File: config.mk
export PLATFORM = sky130hd
export DESIGN_NAME = index_linked_list_manager_top
export DESIGN_NICKNAME = d
export VERILOG_FILES = /design/src/design/ilm_pkg.sv /design/src/design/index_linked_list_manager_top.sv /design/src/design/ilm_link_ram.sv /design/src/design/ilm_ctrl.sv
export SDC_FILE = /design/constraint.sdc
export NUM_CORES = 2
export LEC_CHECK = 0
export BUFFER_PORTS_ARGS = -buffer_cell sky130_fd_sc_hd__buf_2
export CORE_ASPECT_RATIO = 1.1
export CORE_MARGIN = 2
export CORE_UTILIZATION = 41
export CTS_CLUSTER_SIZE = 24
export DETAILED_ROUTE_END_ITERATION = 10
export HOLD_SLACK_MARGIN = 0.06
export PLACE_DENSITY = 0.61
export SYNTH_ARGS = -nofsm -noshare
export SYNTH_HDL_FRONTEND = slang
export SYNTH_SLANG_ARGS = --single-unit
File: constraint.sdc
create_clock -name clk -period 14 [get_ports clk]
set_input_delay 0.7 -clock clk [delete_from_list [all_inputs] [get_ports clk]]
set_output_delay 0.7 -clock clk [all_outputs]
set_load 0.02 [all_outputs]
File: src/design/ilm_pkg.sv
// ----------------------------------------------------------------------------
// ilm_pkg
// Shared types and codes for the index-linked list manager: command and
// status codes, list selectors, payload words and the link RAM request.
// ----------------------------------------------------------------------------
package ilm_pkg;

  // Width of a head or link value, which also holds the end marker.
  localparam int LINK_W = 9;
  // Widest link RAM address that any legal slot count needs.
  localparam int ADDR_MAX_W = 8;
  // Slot count and list head value loaded at reset.
  localparam logic [LINK_W-1:0] SLOT_CAP = 9'd256;

  // Command codes.
  localparam logic [1:0] CMD_INIT = 2'd0;
  localparam logic [1:0] CMD_POP  = 2'd1;
  localparam logic [1:0] CMD_PUSH = 2'd2;
  localparam logic [1:0] CMD_XFER = 2'd3;

  // List selectors. The fourth code names a list that is always empty.
  localparam logic [1:0] LIST_FREE = 2'd0;
  localparam logic [1:0] LIST_WAIT = 2'd1;
  localparam logic [1:0] LIST_PROC = 2'd2;
  localparam logic [1:0] LIST_NONE = 2'd3;

  // Status codes.
  localparam logic [1:0] ST_OK         = 2'd0;
  localparam logic [1:0] ST_POP_EMPTY  = 2'd1;
  localparam logic [1:0] ST_PUSH_RANGE = 2'd2;
  localparam logic [1:0] ST_XFER_EMPTY = 2'd3;

  // Input command word.
  typedef struct packed {
    logic [1:0] cmd;
    logic [1:0] list_select;
    logic [1:0] target_list;
    logic [7:0] slot_index;
  } ilm_in_t;

  // Result word.
  typedef struct packed {
    logic [7:0] popped_slot;
    logic [1:0] status;
  } ilm_out_t;

  // Request from the controller to the link RAM.
  typedef struct packed {
    logic                  rd_en;
    logic [ADDR_MAX_W-1:0] rd_addr;
    logic                  wr_en;
    logic [ADDR_MAX_W-1:0] wr_addr;
    logic [LINK_W-1:0]     wr_data;
  } ilm_ram_req_t;

endpackage

File: src/design/index_linked_list_manager_top.sv
// ----------------------------------------------------------------------------
// index_linked_list_manager_top
// Pool of message slots on free, waiting and processing lists, linked
// through a next-index RAM.
// ----------------------------------------------------------------------------
// Push, transfer and every failed command: result in the cycle after start.
// Pop: busy while S_POP takes the link RAM read data; result registered from S_POP.
// Init: busy in S_INIT, one link write per cycle; result registered with the last write.
// Push and transfer may be issued every cycle; results cannot be stalled.
// Reset: lists empty (head 256), slot count 256, link RAM undefined until written.
module index_linked_list_manager_top
  import ilm_pkg::*;
#(
  parameter int MAX_SLOTS = 256
) (
  input  logic              clk,
  input  logic              rst_n,
  input  logic              start,
  output logic              busy,
  input  ilm_in_t           in_word,
  output logic              out_valid,
  output ilm_out_t          out_word,
  input  logic              cfg_valid,
  output logic              cfg_ready,
  input  logic [LINK_W-1:0] cfg_data
);

  // Only slots below 256 can ever be addressed.
  localparam int DEPTH  = (MAX_SLOTS < 256) ? MAX_SLOTS : 256;
  localparam int ADDR_W = $clog2(DEPTH);

  ilm_ram_req_t      ram_req;
  logic [LINK_W-1:0] ram_rd_data;

  // Command sequencer and list heads.
  ilm_ctrl #(
    .DEPTH  (DEPTH),
    .ADDR_W (ADDR_W)
  ) u_ctrl (
    .clk         (clk),
    .rst_n       (rst_n),
    .start       (start),
    .busy        (busy),
    .in_word     (in_word),
    .out_valid   (out_valid),
    .out_word    (out_word),
    .cfg_valid   (cfg_valid),
    .cfg_ready   (cfg_ready),
    .cfg_data    (cfg_data),
    .ram_req     (ram_req),
    .ram_rd_data (ram_rd_data)
  );

  // Next-index memory.
  ilm_link_ram #(
    .DEPTH  (DEPTH),
    .ADDR_W (ADDR_W)
  ) u_link_ram (
    .clk     (clk),
    .req     (ram_req),
    .rd_data (ram_rd_data)
  );

endmodule

File: src/design/ilm_link_ram.sv
// ----------------------------------------------------------------------------
// ilm_link_ram
// Next-index memory: one write port and one read port with registered read
// data. Contents are undefined until written.
// ----------------------------------------------------------------------------
module ilm_link_ram
  import ilm_pkg::*;
#(
  parameter int DEPTH  = 256,
  parameter int ADDR_W = 8
) (
  input  logic              clk,
  input  ilm_ram_req_t      req,
  output logic [LINK_W-1:0] rd_data
);

  logic [LINK_W-1:0] mem [DEPTH];

  // Write port.
  always_ff @(posedge clk) begin
    if (req.wr_en) begin
      mem[req.wr_addr[ADDR_W-1:0]] <= req.wr_data;
    end
  end

  // Read port with registered read data, held when no read is enabled.
  always_ff @(posedge clk) begin
    if (req.rd_en) begin
      rd_data <= mem[req.rd_addr[ADDR_W-1:0]];
    end
  end

endmodule

File: src/design/ilm_ctrl.sv
// ----------------------------------------------------------------------------
// ilm_ctrl
// Command sequencer: holds the three list heads and the slot count, drives
// the link RAM for pop, push and the init sweep, and registers each result.
// ----------------------------------------------------------------------------
module ilm_ctrl
  import ilm_pkg::*;
#(
  parameter int DEPTH  = 256,
  parameter int ADDR_W = 8
) (
  input  logic              clk,
  input  logic              rst_n,
  input  logic              start,
  output logic              busy,
  input  ilm_in_t           in_word,
  output logic              out_valid,
  output ilm_out_t          out_word,
  input  logic              cfg_valid,
  output logic              cfg_ready,
  input  logic [LINK_W-1:0] cfg_data,
  output ilm_ram_req_t      ram_req,
  input  logic [LINK_W-1:0] ram_rd_data
);

  localparam logic [LINK_W-1:0] DEPTH_CNT = LINK_W'(DEPTH);

  typedef enum logic [1:0] {
    S_IDLE,
    S_POP,
    S_INIT
  } state_t;

  state_t              state_r, state_nxt;
  logic [LINK_W-1:0]   count_r, count_nxt;
  logic [LINK_W-1:0]   free_r, free_nxt;
  logic [LINK_W-1:0]   wait_r, wait_nxt;
  logic [LINK_W-1:0]   proc_r, proc_nxt;
  logic [ADDR_W-1:0]   ctr_r, ctr_nxt;
  logic [ADDR_W-1:0]   pop_addr_r, pop_addr_nxt;
  logic [1:0]          pop_sel_r, pop_sel_nxt;
  logic                out_valid_r, out_valid_nxt;
  ilm_out_t            out_r, out_nxt;

  logic                accept;
  logic [LINK_W-1:0]   n_eff;
  logic [LINK_W-1:0]   src_head;
  logic [LINK_W-1:0]   push_link;

  // Effective slot count, saturated at the memory depth.
  assign n_eff = (count_r > DEPTH_CNT) ? DEPTH_CNT : count_r;

  assign accept    = start && (state_r == S_IDLE);
  assign busy      = (state_r != S_IDLE);
  assign cfg_ready = 1'b1;
  assign out_valid = out_valid_r;
  assign out_word  = out_r;

  // Head of the selected source list; the fourth selector reads as empty.
  always_comb begin
    case (in_word.list_select)
      LIST_FREE: src_head = free_r;
      LIST_WAIT: src_head = wait_r;
      LIST_PROC: src_head = proc_r;
      default:   src_head = n_eff;
    endcase
  end

  // A push onto a list whose head is exactly the end marker links the marker.
  assign push_link = (src_head == n_eff) ? n_eff : src_head;

  // Next-state logic for the sequencer, heads and result register.
  always_comb begin
    state_nxt     = state_r;
    count_nxt     = count_r;
    free_nxt      = free_r;
    wait_nxt      = wait_r;
    proc_nxt      = proc_r;
    ctr_nxt       = ctr_r;
    pop_addr_nxt  = pop_addr_r;
    pop_sel_nxt   = pop_sel_r;
    out_valid_nxt = 1'b0;
    out_nxt       = out_r;
    ram_req       = '0;

    if (cfg_valid) begin
      count_nxt = cfg_data;
    end

    case (state_r)
      S_IDLE: begin
        if (accept) begin
          out_nxt.popped_slot = 8'd0;
          out_nxt.status      = ST_OK;
          case (in_word.cmd)
            CMD_INIT: begin
              free_nxt = '0;
              wait_nxt = n_eff;
              proc_nxt = n_eff;
              ctr_nxt  = '0;
              if (n_eff == '0) begin
                out_valid_nxt = 1'b1;
              end else begin
                state_nxt = S_INIT;
              end
            end
            CMD_POP: begin
              if (in_word.list_select == LIST_NONE || src_head >= n_eff) begin
                out_nxt.status = ST_POP_EMPTY;
                out_valid_nxt  = 1'b1;
              end else begin
                ram_req.rd_en   = 1'b1;
                ram_req.rd_addr = ADDR_MAX_W'(src_head[ADDR_W-1:0]);
                pop_addr_nxt    = src_head[ADDR_W-1:0];
                pop_sel_nxt     = in_word.list_select;
                state_nxt       = S_POP;
              end
            end
            CMD_PUSH: begin
              out_valid_nxt = 1'b1;
              if (LINK_W'(in_word.slot_index) >= n_eff) begin
                out_nxt.status = ST_PUSH_RANGE;
              end else if (in_word.list_select != LIST_NONE) begin
                ram_req.wr_en   = 1'b1;
                ram_req.wr_addr = ADDR_MAX_W'(in_word.slot_index[ADDR_W-1:0]);
                ram_req.wr_data = push_link;
                case (in_word.list_select)
                  LIST_FREE: free_nxt = LINK_W'(in_word.slot_index);
                  LIST_WAIT: wait_nxt = LINK_W'(in_word.slot_index);
                  default:   proc_nxt = LINK_W'(in_word.slot_index);
                endcase
              end
            end
            default: begin
              // Transfer: target takes the source head, then the source empties.
              out_valid_nxt = 1'b1;
              if (in_word.list_select == LIST_NONE || src_head >= n_eff) begin
                out_nxt.status = ST_XFER_EMPTY;
              end else begin
                case (in_word.target_list)
                  LIST_FREE: free_nxt = src_head;
                  LIST_WAIT: wait_nxt = src_head;
                  LIST_PROC: proc_nxt = src_head;
                  default:   ;
                endcase
                case (in_word.list_select)
                  LIST_FREE: free_nxt = n_eff;
                  LIST_WAIT: wait_nxt = n_eff;
                  default:   proc_nxt = n_eff;
                endcase
              end
            end
          endcase
        end
      end
      S_POP: begin
        // Link data of the detached slot is back: advance the head, end the slot.
        ram_req.wr_en   = 1'b1;
        ram_req.wr_addr = ADDR_MAX_W'(pop_addr_r);
        ram_req.wr_data = n_eff;
        case (pop_sel_r)
          LIST_FREE: free_nxt = ram_rd_data;
          LIST_WAIT: wait_nxt = ram_rd_data;
          default:   proc_nxt = ram_rd_data;
        endcase
        out_nxt.popped_slot = 8'(pop_addr_r);
        out_nxt.status      = ST_OK;
        out_valid_nxt       = 1'b1;
        state_nxt           = S_IDLE;
      end
      S_INIT: begin
        // Thread one slot per cycle onto its successor.
        ram_req.wr_en   = 1'b1;
        ram_req.wr_addr = ADDR_MAX_W'(ctr_r);
        ram_req.wr_data = LINK_W'(ctr_r) + LINK_W'(1);
        if (LINK_W'(ctr_r) == n_eff - LINK_W'(1)) begin
          out_valid_nxt = 1'b1;
          state_nxt     = S_IDLE;
        end else begin
          ctr_nxt = ctr_r + ADDR_W'(1);
        end
      end
      default: begin
        state_nxt = S_IDLE;
      end
    endcase
  end

  // State, heads and registered outputs.
  always_ff @(posedge clk) begin
    if (!rst_n) begin
      state_r     <= S_IDLE;
      count_r     <= SLOT_CAP;
      free_r      <= SLOT_CAP;
      wait_r      <= SLOT_CAP;
      proc_r      <= SLOT_CAP;
      ctr_r       <= '0;
      out_valid_r <= 1'b0;
    end else begin
      state_r     <= state_nxt;
      count_r     <= count_nxt;
      free_r      <= free_nxt;
      wait_r      <= wait_nxt;
      proc_r      <= proc_nxt;
      ctr_r       <= ctr_nxt;
      out_valid_r <= out_valid_nxt;
    end
    pop_addr_r <= pop_addr_nxt;
    pop_sel_r  <= pop_sel_nxt;
    out_r      <= out_nxt;
  end

  // A push is answered in the very next cycle.
  a_push_result: assert property (@(posedge clk) disable iff (!rst_n)
    (accept && in_word.cmd == CMD_PUSH) |=> out_valid_r)
    else $error("push result missing");

  // The pop read-back cycle always finishes with a result and returns to idle.
  a_pop_done: assert property (@(posedge clk) disable iff (!rst_n)
    (state_r == S_POP) |=> (out_valid_r && state_r == S_IDLE))
    else $error("pop did not complete");

  // Only a successful pop reports a nonzero slot.
  a_popped_zero: assert property (@(posedge clk) disable iff (!rst_n)
    (out_valid_r && out_r.status != ST_OK) |-> (out_r.popped_slot == 8'd0))
    else $error("slot reported on failed command");

  // No result is shown while the init sweep is still writing links.
  a_init_quiet: assert property (@(posedge clk) disable iff (!rst_n)
    (state_r == S_INIT && $past(state_r) == S_INIT) |-> !out_valid_r)
    else $error("result during init sweep");

endmodule
==> reports/results.ini <==
[run_status]
status=finished clean

[detailed_routing]
first_pass_iters=6
drt_iter0_markers=9732
ant_nets=0
drcViolationCount=0
vias=63000
via_per_inst=6.58
routedWlPerCell_um=34.2
wirelength_um=327000

[synth]
synth_cell_types=104
syn_nets=6348
synth_edf_count=2333
synthFlopType=edfxtp_1
syn_area_sq_um=95300
syn_inst=6298
async_flop_share=0
synth-seq-cells=2380
yosysWarnings=0
avgSynthCellArea_sq_um=15.1
yosysSeqAreaShare=0.745

[setup_path]
path_class=reg -> reg
worstPathRequired_ns=14.65
worstReg2RegStart=u_ctrl.count_r[8]
cp_max_fo=54
end_kind=flip-flop
r2r_cells=18
rr_endpoint=u_link_ram.rd_data[0]
arrival_ns=9.65
reg2reg_slack_ns=5.00
worst_setup_path_start_kind=flip-flop

[clocking]
cts_buffers=226
cts_root_buffer=clkbuf_16
cts_tree=built
post_cts_buffers=0
cts_buffer_depth=3
htreeDepth=4
path_clk_slew_ns=0.07
numClockSinks=2380
clk_latency_ns=0.93
cts_resized=0

[floorplan]
core_sq_um=231000
die_area_sq_um=236000
die_w_um=464
num_rows=185
start_util=0.412
dieHeight_um=510
io_pins=40

[grt]
grt_overflow_total=0
grt_max_degree=200
grt_usage=0.269
antenna_found_initial=14
grt_pass1_wl_um=457000
grt_pass1_vias=59600

[sta]
fin_ws_ns=5.00
tightest_slew_ns=1.41
clock_skew_ns=0.0644
relSlewSlack=0.0570
max_freq_ghz=0.111
fin_crit_sh=0.643
slew_violations=0
rsz0062_at_grt=false
finalHoldViolations=0
period_needed_ns=9.00
final-setup-viol-count=0
fin_tns_setup_ns=0

[placed_design]
place.gp.congestion=0.963
io_buffers=38
dp_hpwl_um=194000
dp_slack_ns=4.82

[min_path]
min_path_cells=2
min_from=rst_n
holdPathEnd=u_ctrl.proc_r[8]
min_path_type=in -> reg

[power_and_ir_drop]
power.total_w=0.0151
peakVddDrop_v=0.000108
leakage_nw=33.4
power_density_nw_per_um2=142

[layout]
nets=6333
drive_above_1_share=0.108
area_growth_pct=11.7

[job]
maxCapViolCount=0

==> routing by layer <==
| layer | wire length [um] | global-route usage |
|---|---|---|
| met1 | 118000 | 0.341 |
| met2 | 149000 | 0.418 |
| met3 | 38000 | 0.0726 |
| met4 | 22200 | 0.156 |
| met5 | 269 | 0.000199 |
==> registers in the layout, indices dropped and copies added, names as in the netlist <==
signal	flops
u_ctrl.out_valid	1
u_ctrl.pop_sel_r	2
u_ctrl.wait_r	9
u_ctrl.count_r	9
u_ctrl.out_word	10
u_ctrl.pop_addr_r	8
u_link_ram.rd_data	9
u_link_ram.mem	2304
u_ctrl.free_r	9
u_ctrl.state_r	2
u_ctrl.proc_r	9
u_ctrl.ctr_r	8
==> how the worst max path moves through the flow <==
stage	start	end	cells past startpoint
floorplan	in_word[10]	u_link_ram.mem[0][4]	14
global placement	in_word[10]	u_link_ram.rd_data[5]	17
detailed placement	in_word[10]	u_link_ram.rd_data[0]	19
CTS	u_ctrl.count_r[8]	u_link_ram.rd_data[0]	18
global route	u_ctrl.count_r[8]	u_link_ram.rd_data[6]	17
finish	u_ctrl.count_r[8]	u_link_ram.rd_data[0]	18
==> power by group <==
part           total, W  internal (W)  switching [W]
Combinational   0.00106      0.000199       0.000861
Sequential      0.00794       0.00791      0.0000242
Clock           0.00610       0.00337        0.00272
==> critical path, cell delays in order (launching register included) <==
cell	delay, ns
dfxtp_1	0.92
nor2b_1	0.40
mux4_4	1.07
inv_2	0.62
ha_1	0.38
nor2b_1	0.20
nor3_1	0.16
nor2_4	0.12
buf_4	0.48
nand2_1	0.81
clkinv_1	0.20
nand2_1	0.36
buf_4	0.45
nor2_1	0.61
buf_4	0.41
nor2_1	0.17
a311oi_1	0.50
a211oi_1	0.22
or4_1	0.60
==> cell usage after synthesis (93+ instances only) <==
cell	n	share of area
nand3_1	257	0.014
o21ai_0	144	0.0076
a31oi_1	100	0.0066
o221ai_1	611	0.056
mux2i_1	167	0.018
nor2_1	365	0.014
edfxtp_1	2333	0.74
buf_2	265	0.014
nand2_1	449	0.018
nor3_1	93	0.0049
a21oi_1	353	0.019
clkbuf_1	181	0.0071
==> through the flow <==
step                std cells  hold WS, ns   util  area, sq um
floorplan                6298        0.463      -        95300
global placement         9129        0.487  0.429        99000
detailed placement       9131        0.488  0.429        99100
CTS                      9559        0.134  0.461       106000
global route             9560        0.168  0.461       106000
finish                   9573        0.175  0.461       106000
==> cell usage in the layout (no fill, tap or decap), types with 26 or more instances in the layout <==
cell | Yosys | final
a211o_1 | 38 | 38
a211oi_1 | 54 | 53
a21o_1 | 33 | 33
a21oi_1 | 353 | 350
a22oi_1 | 26 | 26
a311oi_1 | 26 | 26
a31oi_1 | 100 | 100
and3_1 | 37 | 37
buf_2 | 265 | 40
buf_4 | 19 | 204
clkbuf_1 | 181 | 44
clkbuf_16 | 0 | 228
clkinv_1 | 2 | 64
clkinv_2 | 0 | 40
dfxtp_1 | 47 | 47
edfxtp_1 | 2333 | 2333
inv_1 | 35 | 35
mux2i_1 | 167 | 167
nand2_1 | 449 | 446
nand3_1 | 257 | 253
nand4_1 | 70 | 70
nor2_1 | 365 | 349
nor3_1 | 93 | 86
o211ai_1 | 42 | 42
o21ai_0 | 144 | 143
o221a_2 | 29 | 29
o221ai_1 | 611 | 611
o22ai_1 | 73 | 73
==> cells by family after synthesis <==
logic type / Yosys count / synth area share
simple gates: 1390 / 0.0670
buf+inv: 552 / 0.0265
mux: 181 / 0.0199
other cells: 1 / 0.0000394
flops: 2380 / 0.745
compound gates: 1755 / 0.137
xor+xnor: 16 / 0.00162
fa+ha+maj: 23 / 0.00302
==> repair_timing <==
| item | 4_1_cts | 5_1_grt |
|---|---|---|
| endpoints found under the setup margin | 0 | 0 |
| hold endpoints to repair | 9 | 0 |
| hold buffers | 9 | 0 |
==> final cells by class <==
cell class	instances	area, sq um
fillers	20000	125000
flip-flops and latches	2380	71000
multi-input cells	3366	22000
clock buffers	272	5870
well taps	3085	3860
repair buffers	266	2080
clock inverters	147	1380
inverters	43	161
diodes	14	35.0
Power figures use the tool's default switching activity.
